**src/sv/chp_pkg.sv**
```systemverilog
// Shared types and constants for the chunk header parser.
// No dependencies; every other file imports this package.
package chp_pkg;

    localparam int unsigned QueueDepth = 4;
    localparam int unsigned QueuePtrW  = $clog2(QueueDepth);
    localparam int unsigned QueueCntW  = $clog2(QueueDepth + 1);

    localparam logic [5:0]  ID_MASK   = 6'h3F;
    localparam logic [16:0] ID_OFFSET = 17'd64;
    localparam logic [31:0] TS_ESCAPE = 32'h00FF_FFFF;
    localparam int unsigned FMT_SHIFT = 6;

    localparam logic [1:0] FMT_FULL    = 2'd0;
    localparam logic [1:0] FMT_NO_MSID = 2'd1;
    localparam logic [1:0] FMT_TIME    = 2'd2;

    typedef struct packed {
        logic [7:0] in_byte;
        logic       restart;
    } in_item_t;

    typedef struct packed {
        logic [1:0]  fmt_code;
        logic [16:0] chunk_stream;
        logic [31:0] time_value;
        logic [23:0] body_length;
        logic [7:0]  content_kind;
        logic [31:0] msg_stream;
        logic [4:0]  header_length;
        logic        extended_used;
    } out_item_t;

    // A byte after the front end has classified it as a possible first byte.
    typedef struct packed {
        logic [7:0] in_byte;
        logic       restart;
        logic [1:0] fmt;
        logic [5:0] id;
        logic       id_zero;
        logic       id_one;
    } front_item_t;

endpackage

```
**src/sv/chp_in_if.sv**
```systemverilog
// Input channel of the chunk header parser: one header byte per transaction.
// Depends on chp_pkg for the payload type.
interface chp_in_if;
    import chp_pkg::*;

    logic     valid;
    logic     ready;
    in_item_t data;

    modport source (output valid, output data, input ready);
    modport sink (input valid, input data, output ready);
endinterface

```
**src/sv/chp_out_if.sv**
```systemverilog
// Output channel of the chunk header parser: one parsed header per transaction.
// Depends on chp_pkg for the payload type.
interface chp_out_if;
    import chp_pkg::*;

    logic      valid;
    logic      ready;
    out_item_t data;

    modport source (output valid, output data, input ready);
    modport sink (input valid, input data, output ready);
endinterface

```
**src/sv/chp_front.sv**
```systemverilog
// Front end: registers each incoming byte and decodes its first-byte fields.
// Depends on chp_pkg and chp_in_if.
module chp_front (
    input  logic                clk,
    input  logic                rst_n,
    chp_in_if.sink              bytes,
    output logic                item_valid,
    output chp_pkg::front_item_t item,
    input  logic                item_ready
);
    import chp_pkg::*;

    logic        valid_reg;
    front_item_t item_reg;
    front_item_t item_next;

    always_comb
    begin
        item_next.in_byte = bytes.data.in_byte;
        item_next.restart = bytes.data.restart;
        item_next.fmt     = bytes.data.in_byte[FMT_SHIFT +: 2];
        item_next.id      = bytes.data.in_byte[5:0] & ID_MASK;
        item_next.id_zero = (item_next.id == 6'd0);
        item_next.id_one  = (item_next.id == 6'd1);
    end

    // The register takes a new byte whenever it is empty or its byte moves on.
    assign bytes.ready = !valid_reg || item_ready;
    assign item_valid  = valid_reg;
    assign item        = item_reg;

    always_ff @(posedge clk or negedge rst_n)
    begin
        if (!rst_n)
        begin
            valid_reg <= 1'b0;
        end
        else if (bytes.ready)
        begin
            valid_reg <= bytes.valid;
        end
    end

    always_ff @(posedge clk)
    begin
        if (bytes.ready && bytes.valid)
        begin
            item_reg <= item_next;
        end
    end
endmodule

```
**src/sv/chp_queue.sv**
```systemverilog
// Short queue between the front end and the parser back end.
// Depends on chp_pkg for the item type and depth.
module chp_queue (
    input  logic                 clk,
    input  logic                 rst_n,
    input  logic                 push_valid,
    input  chp_pkg::front_item_t push_item,
    output logic                 push_ready,
    output logic                 pop_valid,
    output chp_pkg::front_item_t pop_item,
    input  logic                 pop_ready
);
    import chp_pkg::*;

    front_item_t             slot_reg [QueueDepth];
    logic [QueuePtrW-1:0]    wr_ptr_reg;
    logic [QueuePtrW-1:0]    rd_ptr_reg;
    logic [QueueCntW-1:0]    count_reg;
    logic                    do_push;
    logic                    do_pop;

    assign push_ready = (count_reg != QueueCntW'(QueueDepth));
    assign pop_valid  = (count_reg != '0);
    assign pop_item   = slot_reg[rd_ptr_reg];
    assign do_push    = push_valid && push_ready;
    assign do_pop     = pop_valid && pop_ready;

    always_ff @(posedge clk or negedge rst_n)
    begin
        if (!rst_n)
        begin
            wr_ptr_reg <= '0;
            rd_ptr_reg <= '0;
            count_reg  <= '0;
        end
        else
        begin
            if (do_push)
            begin
                wr_ptr_reg <= wr_ptr_reg + 1'b1;
            end
            if (do_pop)
            begin
                rd_ptr_reg <= rd_ptr_reg + 1'b1;
            end
            if (do_push && !do_pop)
            begin
                count_reg <= count_reg + 1'b1;
            end
            else if (do_pop && !do_push)
            begin
                count_reg <= count_reg - 1'b1;
            end
        end
    end

    always_ff @(posedge clk)
    begin
        if (do_push)
        begin
            slot_reg[wr_ptr_reg] <= push_item;
        end
    end
endmodule

```
**src/sv/chp_back.sv**
```systemverilog
// Back end: header field state machine, retained header values and result register.
// Depends on chp_pkg and chp_out_if.
module chp_back (
    input  logic                 clk,
    input  logic                 rst_n,
    input  logic                 item_valid,
    input  chp_pkg::front_item_t item,
    output logic                 item_ready,
    chp_out_if.source            headers
);
    import chp_pkg::*;

    typedef enum logic [2:0] {
        PH_BASIC,
        PH_ID_LO,
        PH_ID_HI,
        PH_TIME,
        PH_SIZE,
        PH_TYPE,
        PH_MSID,
        PH_EXT
    } phase_t;

    phase_t      phase_reg, phase_next;
    logic [4:0]  count_reg, count_next;
    logic [2:0]  left_reg, left_next;
    logic [31:0] acc_reg, acc_next;
    logic        two_reg, two_next;
    logic        ext_reg, ext_next;

    logic [1:0]  wfmt_reg, wfmt_next;
    logic [16:0] wstream_reg, wstream_next;
    logic [31:0] wtime_reg, wtime_next;
    logic [23:0] wsize_reg, wsize_next;
    logic [7:0]  wtype_reg, wtype_next;
    logic [31:0] wmsid_reg, wmsid_next;

    logic [16:0] hstream_reg;
    logic [31:0] htime_reg;
    logic [23:0] hsize_reg;
    logic [7:0]  htype_reg;
    logic [31:0] hmsid_reg;

    logic        out_valid_reg;
    out_item_t   out_reg;

    logic        step;
    logic        adv;
    phase_t      adv_from;
    logic        go_msid;
    logic        done;
    logic [31:0] acc_shift;
    logic [2:0]  left_dec;

    assign item_ready = !out_valid_reg || headers.ready;
    assign step       = item_valid && item_ready;

    always_comb
    begin
        phase_next   = phase_reg;
        count_next   = count_reg;
        left_next    = left_reg;
        acc_next     = acc_reg;
        two_next     = two_reg;
        ext_next     = ext_reg;
        wfmt_next    = wfmt_reg;
        wstream_next = wstream_reg;
        wtime_next   = wtime_reg;
        wsize_next   = wsize_reg;
        wtype_next   = wtype_reg;
        wmsid_next   = wmsid_reg;
        adv          = 1'b0;
        adv_from     = PH_BASIC;
        go_msid      = 1'b0;
        done         = 1'b0;
        left_dec     = (left_reg != 3'd0) ? (left_reg - 3'd1) : 3'd0;

        // Both stream ids arrive low byte first; the other fields are big-endian.
        case (3'(3'd4 - left_reg) & 3'd3)
            3'd0:    acc_shift = {24'd0, item.in_byte};
            3'd1:    acc_shift = {16'd0, item.in_byte, 8'd0};
            3'd2:    acc_shift = {8'd0, item.in_byte, 16'd0};
            3'd3:    acc_shift = {item.in_byte, 24'd0};
            default: acc_shift = '0;
        endcase

        if (item.restart || phase_reg == PH_BASIC)
        begin
            count_next   = 5'd1;
            wfmt_next    = item.fmt;
            wstream_next = {11'd0, item.id};
            wtime_next   = htime_reg;
            wsize_next   = hsize_reg;
            wtype_next   = htype_reg;
            wmsid_next   = hmsid_reg;
            ext_next     = 1'b0;
            two_next     = item.id_one;
            if (item.id_zero || item.id_one)
            begin
                phase_next = PH_ID_LO;
                left_next  = 3'd1;
                acc_next   = '0;
            end
            else
            begin
                adv      = 1'b1;
                adv_from = PH_BASIC;
            end
        end
        else
        begin
            count_next = count_reg + 5'd1;
            case (phase_reg)
                PH_ID_LO:
                begin
                    wstream_next = {9'd0, item.in_byte} + ID_OFFSET;
                    if (two_reg)
                    begin
                        phase_next = PH_ID_HI;
                        left_next  = 3'd1;
                        acc_next   = '0;
                    end
                    else
                    begin
                        adv      = 1'b1;
                        adv_from = PH_ID_LO;
                    end
                end
                PH_ID_HI:
                begin
                    wstream_next = wstream_reg + {1'b0, item.in_byte, 8'd0};
                    adv          = 1'b1;
                    adv_from     = PH_ID_HI;
                end
                default:
                begin
                    if (phase_reg == PH_MSID)
                    begin
                        acc_next = acc_reg | acc_shift;
                    end
                    else
                    begin
                        acc_next = {acc_reg[23:0], item.in_byte};
                    end
                    left_next = left_dec;
                    if (left_dec == 3'd0)
                    begin
                        case (phase_reg)
                            PH_TIME: wtime_next = {8'd0, acc_next[23:0]};
                            PH_SIZE: wsize_next = acc_next[23:0];
                            PH_TYPE: wtype_next = acc_next[7:0];
                            PH_MSID: wmsid_next = acc_next;
                            default:
                            begin
                                wtime_next = acc_next;
                                ext_next   = 1'b1;
                            end
                        endcase
                        adv      = 1'b1;
                        adv_from = phase_reg;
                    end
                end
            endcase
        end

        // Pick the next field the format carries, or finish the header.
        if (adv)
        begin
            case (adv_from)
                PH_BASIC, PH_ID_LO, PH_ID_HI:
                begin
                    if (wfmt_next <= FMT_TIME)
                    begin
                        phase_next = PH_TIME;
                        left_next  = 3'd3;
                        acc_next   = '0;
                    end
                    else
                    begin
                        go_msid = 1'b1;
                    end
                end
                PH_TIME:
                begin
                    if (wfmt_next <= FMT_NO_MSID)
                    begin
                        phase_next = PH_SIZE;
                        left_next  = 3'd3;
                        acc_next   = '0;
                    end
                    else
                    begin
                        go_msid = 1'b1;
                    end
                end
                PH_SIZE:
                begin
                    phase_next = PH_TYPE;
                    left_next  = 3'd1;
                    acc_next   = '0;
                end
                PH_TYPE:
                begin
                    if (wfmt_next == FMT_FULL)
                    begin
                        phase_next = PH_MSID;
                        left_next  = 3'd4;
                        acc_next   = '0;
                    end
                    else
                    begin
                        go_msid = 1'b1;
                    end
                end
                PH_MSID:
                begin
                    go_msid = 1'b1;
                end
                default:
                begin
                    done = 1'b1;
                end
            endcase

            if (go_msid)
            begin
                if (wtime_next == TS_ESCAPE)
                begin
                    phase_next = PH_EXT;
                    left_next  = 3'd4;
                    acc_next   = '0;
                end
                else
                begin
                    done = 1'b1;
                end
            end
        end

        if (done)
        begin
            phase_next = PH_BASIC;
        end
    end

    always_ff @(posedge clk or negedge rst_n)
    begin
        if (!rst_n)
        begin
            phase_reg     <= PH_BASIC;
            count_reg     <= '0;
            left_reg      <= '0;
            acc_reg       <= '0;
            two_reg       <= 1'b0;
            ext_reg       <= 1'b0;
            wfmt_reg      <= '0;
            wstream_reg   <= '0;
            wtime_reg     <= '0;
            wsize_reg     <= '0;
            wtype_reg     <= '0;
            wmsid_reg     <= '0;
            hstream_reg   <= '0;
            htime_reg     <= '0;
            hsize_reg     <= '0;
            htype_reg     <= '0;
            hmsid_reg     <= '0;
            out_valid_reg <= 1'b0;
            out_reg       <= '0;
        end
        else
        begin
            if (step && done)
            begin
                out_valid_reg <= 1'b1;
            end
            else if (headers.ready)
            begin
                out_valid_reg <= 1'b0;
            end
            if (step)
            begin
                phase_reg   <= phase_next;
                count_reg   <= count_next;
                left_reg    <= left_next;
                acc_reg     <= acc_next;
                two_reg     <= two_next;
                ext_reg     <= ext_next;
                wfmt_reg    <= wfmt_next;
                wstream_reg <= wstream_next;
                wtime_reg   <= wtime_next;
                wsize_reg   <= wsize_next;
                wtype_reg   <= wtype_next;
                wmsid_reg   <= wmsid_next;
                if (done)
                begin
                    hstream_reg           <= wstream_next;
                    htime_reg             <= wtime_next;
                    hsize_reg             <= wsize_next;
                    htype_reg             <= wtype_next;
                    hmsid_reg             <= wmsid_next;
                    out_reg.fmt_code      <= wfmt_next;
                    out_reg.chunk_stream  <= wstream_next;
                    out_reg.time_value    <= wtime_next;
                    out_reg.body_length   <= wsize_next;
                    out_reg.content_kind  <= wtype_next;
                    out_reg.msg_stream    <= wmsid_next;
                    out_reg.header_length <= count_next;
                    out_reg.extended_used <= ext_next;
                end
            end
        end
    end

    assign headers.valid = out_valid_reg;
    assign headers.data  = out_reg;
endmodule

```
**src/sv/chunk_header_parser.sv**
```systemverilog
// Top level of the chunk header parser: front end, queue and parser back end.
// Depends on chp_pkg, chp_in_if, chp_out_if, chp_front, chp_queue and chp_back.
//
//   Channel   Direction  Transaction
//   bytes     in         one header byte with its restart flag
//   headers   out        one completed header: all fields and its length
//
// One byte is taken per cycle while the output is not stalled; the back end's field
// state machine handles one byte a cycle, so the sustained rate is one byte per clock.
// A byte passes through the front end register and then a queue slot before it reaches
// the back end; a header is offered on the cycle after its last byte is parsed.
// Reset clears the parse state and the retained header values to zero.
// A stalled output holds the back end; the four-entry queue and the front end
// register keep the input open until both fill.
module chunk_header_parser (
    input  logic       clk,
    input  logic       rst_n,
    chp_in_if.sink     bytes,
    chp_out_if.source  headers
);
    import chp_pkg::*;

    logic        front_valid;
    front_item_t front_item;
    logic        front_ready;
    logic        queue_valid;
    front_item_t queue_item;
    logic        queue_ready;

    chp_front u_front (
        .clk        (clk),
        .rst_n      (rst_n),
        .bytes      (bytes),
        .item_valid (front_valid),
        .item       (front_item),
        .item_ready (front_ready)
    );

    chp_queue u_queue (
        .clk        (clk),
        .rst_n      (rst_n),
        .push_valid (front_valid),
        .push_item  (front_item),
        .push_ready (front_ready),
        .pop_valid  (queue_valid),
        .pop_item   (queue_item),
        .pop_ready  (queue_ready)
    );

    chp_back u_back (
        .clk        (clk),
        .rst_n      (rst_n),
        .item_valid (queue_valid),
        .item       (queue_item),
        .item_ready (queue_ready),
        .headers    (headers)
    );
endmodule

```
**src/flat_wrapper.sv**
```systemverilog
// flat-port wrapper written by rule: the top's interface ports become plain ports
module chunk_header_parser_flat import chp_pkg::*;
  (clk, rst_n, bytes_valid, bytes_data, bytes_ready, headers_valid, headers_data, headers_ready);
  chp_in_if bytes_i ();
  chp_out_if headers_i ();
  input  logic clk;
  input  logic rst_n;
  input wire logic [$bits(bytes_i.valid)-1:0] bytes_valid;
  input wire logic [$bits(bytes_i.data)-1:0] bytes_data;
  output wire logic [$bits(bytes_i.ready)-1:0] bytes_ready;
  output wire logic [$bits(headers_i.valid)-1:0] headers_valid;
  output wire logic [$bits(headers_i.data)-1:0] headers_data;
  input wire logic [$bits(headers_i.ready)-1:0] headers_ready;
  assign bytes_i.valid = bytes_valid;
  assign bytes_i.data = bytes_data;
  assign bytes_ready = bytes_i.ready;
  assign headers_valid = headers_i.valid;
  assign headers_data = headers_i.data;
  assign headers_i.ready = headers_ready;
  chunk_header_parser u_core (.clk(clk), .rst_n(rst_n), .bytes(bytes_i), .headers(headers_i));
endmodule
```
**config.mk**
```make
export PLATFORM = sky130hd
export DESIGN_NAME = chunk_header_parser_flat
export DESIGN_NICKNAME = d
export VERILOG_FILES = /design/src/sv/chp_pkg.sv /design/src/sv/chp_in_if.sv /design/src/sv/chp_out_if.sv /design/src/sv/chp_front.sv /design/src/sv/chp_queue.sv /design/src/sv/chp_back.sv /design/src/sv/chunk_header_parser.sv /design/src/flat_wrapper.sv
export SDC_FILE = /design/constraint.sdc
export NUM_CORES = 1
export LEC_CHECK = 0
export BUFFER_PORTS_ARGS = -buffer_cell sky130_fd_sc_hd__buf_2
export CORE_UTILIZATION = 40
export CTS_CLUSTER_DIAMETER = 150
export CTS_CLUSTER_SIZE = 25
export DETAILED_ROUTE_END_ITERATION = 12
export MAX_ROUTING_LAYER = met4
export PLACE_DENSITY = 0.6
export SLEW_MARGIN = 20
export SYNTH_ARGS = -nofsm -noshare
export SYNTH_HDL_FRONTEND = slang
export SYNTH_SLANG_ARGS = --single-unit
export TNS_END_PERCENT = 50
```
**constraint.sdc**
```tcl
create_clock -name clk -period 5 [get_ports clk]
set_clock_uncertainty 0.1 [all_clocks]
set_input_delay 0.75 -clock clk [delete_from_list [all_inputs] [get_ports clk]]
set_output_delay 0.75 -clock clk [all_outputs]
set_load 0.01 [all_outputs]
```
After elaboration in Yosys (flattened, before gate mapping). Memories as Yosys holds them, arrays and structs flattened. Index checks and enable logic that the tools add are counted.

Bits in registers: 309. Output and inout bits: 123. Memories: 1. Bits in writable memories: 76. Input bits: 13.

Memories: u_core.u_queue.slot_reg (words 4, bits a word 19, rd ports 1, clocked after Yosys merged registers in 0, write ports 1, RTL line chp_queue.sv:15) `front_item_t slot_reg [QueueDepth];`.

Equality and inequality tests: 18. Order comparisons: 2. Mux-type cells: 85. Reductions and logical operators: 31. Bitwise operators: 1. Add/subtract/negate cells: 9.

Operator list (number): two-way mux 32 bit (17); one-hot mux 32 bit (4 select lines) (2); one-hot mux 32 bit (2 select lines) (2); two-way mux 24 bit (4); two-way mux 3 bit (25); one-hot mux 17 bit (2 select lines) (1); == test 32 x 24 -> 1 bit (second input constant) (1); two-way mux 8 bit (4); bitwise OR 32 bit (1); one-hot mux 3 bit (4 select lines) (2); two-way mux 1 bit (21); == test 3 bit (second input constant) (6); adder 17 x 16 -> 17 bit (1); two-way mux 17 bit (1); == test 3 x 2 -> 1 bit (second input constant) (4); zero test 3 bit (4); one-hot mux 3 bit (2 select lines) (2); adder 8 x 7 -> 9 bit (second input constant) (1); OR reduction 7 bit (1); == test 3 x 1 -> 1 bit (second input constant) (2); == test 6 x 1 -> 1 bit (second input constant) (1); logical AND 1 bit (6); zero test 6 bit (1); nonzero test 3 bit (2); other kinds (22) (34).

Logic depth before layout (Yosys ltp).
Word-level depth: 15. Gate-level depth with buffers: 15. Gate-level depth less buffers: 12.

By module. A second synthesis with hierarchy kept.

Cell total of the unflattened synthesis: 1856. Area total of the unflattened synthesis: 18979.5 µm².

Modules (own cells, without submodules): chp_back (instances 1, cells each 1696, seq. area each 7056.8 µm², area an instance 15346.0 µm²); chp_queue (instances 1, cells each 134, seq. area each 2457.4 µm², area an instance 3170.5 µm²); chp_front (instances 1, cells each 26, seq. area each 355.3 µm², area an instance 462.9 µm²).

Worst setup path after synthesis. No wires, ideal clock.

Kind: reg2reg. From: register u_core.u_back.left_reg[0]. To: register u_core.u_back.out_reg (netlist bit u_core.u_back.headers.data[86]). Data arrival time: 3.339 ns. Buffers on the path: 3. Setup time: 0.128 ns. Period minus slack after synthesis: 3.566 ns. Stages on the path, launching flop included: 15. Path slack: 1.434 ns. Cell sequence: dfrtp_1 > inv_1 > ha_1 > nor2b_1 > o21ai_0 > clkbuf_1 > o211ai_1 > o211ai_1 > o2111ai_1 > nor4_2 > a31oi_2 > o21ai_2 > buf_6 > buf_6 > mux2_1.

Longest elaborated chain between the ends: 14. Elaborated cells on any way between the ends: 39.

Ends and longest elaborated chain: start: declaration (RTL line chp_back.sv:26) `logic [2:0] left_reg, left_next;`; start signal: assignment (RTL line chp_back.sv:284) `left_reg <= left_next;`; subtractor 1 x 2 -> 2 bit (RTL line chp_back.sv:79) `case (3'(3'd4 - left_reg) & 3'd3)`; == test 2 bit (tied with other cells) (RTL line chp_back.sv:79); one-hot mux 32 bit (4 select lines) (RTL line chp_back.sv:79); bitwise OR 32 bit (RTL line chp_back.sv:139) `acc_next = acc_reg | acc_shift;`; two-way mux 32 bit (RTL line chp_back.sv:137) `if (phase_reg == PH_MSID)`; one-hot mux 32 bit (2 select lines) (RTL line chp_back.sv:148) `case (phase_reg)`; two-way mux 32 bit (RTL line chp_back.sv:146) `if (left_dec == 3'd0)`; two-way mux 32 bit (RTL line chp_back.sv:113) `case (phase_reg)`; two-way mux 32 bit (RTL line chp_back.sv:87) `if (item.restart || phase_reg == PH_BASIC)`; == test 32 x 24 -> 1 bit (RTL line chp_back.sv:227) `if (wtime_next == TS_ESCAPE)`; two-way mux 1 bit (RTL line chp_back.sv:227); two-way mux 1 bit (RTL line chp_back.sv:225) `if (go_msid)`; two-way mux 1 bit (RTL line chp_back.sv:167) `if (adv)`; AND reduction 2 bit (no line); end: declaration (RTL line chp_back.sv:45) `out_item_t out_reg;`.

Parallel ways exist; a longest one is shown, timed or not. The select of a mux whose other input is x is not followed. A chain may end at the register's enable or synchronous reset.

Final worst setup path.
From: register u_core.u_back.left_reg[0]. To: register u_core.u_back.out_reg (netlist bit u_core.u_back.headers.data[30]).

The elaborated chain is that of the path after synthesis.

==> flow_summary.toml <==
[setup_path]
startpoint = "u_core.u_back.left_reg[0]"
cp-end-kind = "register"
crit_end = "u_core.u_back.headers.data[30]"
rrSetupSlack_ns = 0.32
reg2reg_to = "u_core.u_back.headers.data[30]"
critical_path_class = "reg2reg"
crit_path_max_fanout = 18
arrival_ns = 4.99
startpoint_type = "register"
rr_worst_depth = 12
critPathRequiredTime_ns = 5.30
reg2reg_from = "u_core.u_back.left_reg[0]"

[synthesis]
post_synth_num_cell_types = 79
synth_top_area_frac = 0.4234
synth_area_leaders = "dfrtp_1 (42%), edfxtp_1 (9.6%), mux2_2 (5.8%)"
ys_seq_area_frac = 0.5197
yosys_warnings = 0
synth_area_leader_cell = "dfrtp_1"
synth_cells = 1682
ys_dominant_reg_cell = "dfrtp_1"
synth.avg_cell_area_um2 = 10.19
synthArstFlopShare = 0.8406
synth.most_common_cell = "dfrtp_1"
syn_area_mm2 = 0.01714
synth_edf_count = 55
synth_commonest_cells = "dfrtp_1 (290), nand2_1 (200), a21oi_1 (157), nor2_1 (156), o21ai_0 (130)"
ys_seq_elements = 345
synth_fp_nets = 1717

[status]
status = "finished clean"

[grt]
grt_pass1_wl_mm = 80.83
grt-ovfl-total = 0
grt_pass1_vias = 13000
grt_max_degree = 118
grt_use_total = 0.2442
antenna_found_initial = 0

[clock_tree]
cts_tree = "done"
cts_resized = 0
numClockSinks = 345
clockBufferDepth = 3
hold_buffers = 0
clk_pin_slew_ns = 0.11
cts_root_buffer = "clkbuf_16"
numCtsBuffers = 17
clk_latency_ns = 0.56
htree_levels = 1
postCtsSetupRepairBufs = 0

[floorplan]
fp.dieH_um = 209.0
rows = 75
initial_core_util = 0.4068
core_area_mm2 = 0.04213
pin_count = 136
die_w_um = 209.0
die_area_mm2 = 0.04369

[cells_and_area]
syn_to_final_growth_pct = 10.79
nets = 1816
drive_gt1_frac = 0.1910
antenna_cells = 0
largest_reg_flops = 121

[drt]
totalWireLength_mm = 51.78
avgViaCountPerCell = 5.835
via_count = 13560
remaining_drc_errors = 0
ant_nets = 0
drt_pre_antenna_iters = 6
drt_iter0_drc = 1349
wl_per_cell_um = 22.28

[power]
internal_power_mw = 6.879
swShare = 0.4741
irDropWorstVdd_v = 0.0003882
p_per_area_mw_per_mm2 = 688.8
p_leak_nw = 8.542
total_power_mw = 13.08
seq_power_share = 0.331
clkPwrFrac = 0.119
p_switching_mw = 6.202
combPwrFrac = 0.550

[flow_run]
maxCapViolations = 0

[sta]
rsz0062_at_grt = "no"
fmax_mhz = 213.5
slew_viol_final = 0
fin_crit_ns = 4.684
fin_setup_tns_ns = 0
timing_hold_violations_final = 0
finalHoldWorstSlack_ns = 0.1837
worst_slew_pin_slew_ns = 1.013
period_share = 0.9369
slew_headroom = 0.3243
setup_viol = 0

[worst_hold_path]
hp-class = "in2async"

[placed_design]
dp_hpwl_mm = 36.15
gp_congestion = 0.9712
io_buffers = 135
metal layers:
layer	global-route usage	vias to the layer above	share of wire
met2	0.3561	510	0.44
met5	-	-	0
met4	0.04361	0	0.015
li1	-	6212	-
met1	0.3694	6781	0.48
met3	0.02525	58	0.064
worst max-delay path: stages (launching register included):
cell and delay, ns:
dfrtp_1 0.44, inv_1 0.14, ha_1 0.29, nand2b_1 0.19, o211a_1 0.58, or3_1 0.43
o221a_2 0.29, nand4_1 0.14, nor4_2 0.44, a31oi_2 0.28, o21ai_4 0.59, buf_12 0.25
mux2_2 0.35
worst min-delay path by stage:
stage	endpoint	slack [ns]
final	u_core.u_front.item_valid	0.18
after floorplan	u_core.u_back.acc_reg[0]	0.35
after global placement	u_core.u_back.wsize_reg[17]	0.36
after global routing	u_core.u_queue.wr_ptr_reg[0]	0.26
after CTS	u_core.u_back.phase_reg[0]	0.25
after detailed placement	u_core.u_back.wstream_reg[6]	0.37
cells in the final DEF (no fill, tap or decap), types with 11 or more instances in the layout:
cell / netlist / routed
buf_4: 10 / 56
nand2_1: 200 / 200
a22oi_1: 16 / 16
xnor2_1: 11 / 11
a21o_1: 13 / 13
o22a_1: 15 / 15
o211ai_1: 18 / 18
nand4_1: 13 / 13
dfrtp_1: 290 / 290
ha_1: 20 / 20
a31oi_1: 27 / 27
edfxtp_1: 55 / 55
nand2b_1: 11 / 11
nor3_1: 30 / 29
nand3_1: 19 / 19
inv_1: 57 / 56
mux2i_1: 49 / 49
a21oi_1: 157 / 157
mux2_2: 88 / 88
buf_2: 20 / 134
o21ai_0: 130 / 130
o2bb2ai_1: 36 / 36
nor2_1: 156 / 155
clkbuf_16: 0 / 17
cells by family after synthesis:
logic type | Yosys count | share of synthesized area
mux | 156 | 0.1055
flops | 345 | 0.5197
simple gates | 469 | 0.1183
xor+xnor | 16 | 0.008175
buf+inv | 172 | 0.04219
compound gates | 502 | 0.1892
fa+ha+maj | 22 | 0.01693
area by class of cell:
type,count,area [µm²]
clock buffers,21,440.4
clock inverters,2,15.01
fillers,4002,23140
inverters,57,216.5
multi-input cells,1165,7550
flip-flops and latches,345,8909
well taps,539,674.4
repair buffers,195,1186
per-stage QoR:
step	setup WS [ns]	instance area, µm²	instances	util
floorplan	1.434	17140	1682	-
global route	0.1259	18990	2324	0.4507
detailed placement	0.4430	18540	2301	0.4399
finish	0.3156	18990	2324	0.4507
CTS	0.3543	18990	2324	0.4507
global placement	0.5446	18540	2301	0.4399
power groups by stage:
stage | clock network [mW] | registers, mW | logic [mW]
after floorplan | 0 | 4.31 | 4.64
after global placement | 0 | 4.34 | 7.06
after detailed placement | 0 | 4.37 | 7.13
after CTS | 1.60 | 4.32 | 7.16
after global routing | 1.68 | 4.42 | 7.79
final | 1.56 | 4.33 | 7.19
(Power assumes the default switching activity.)
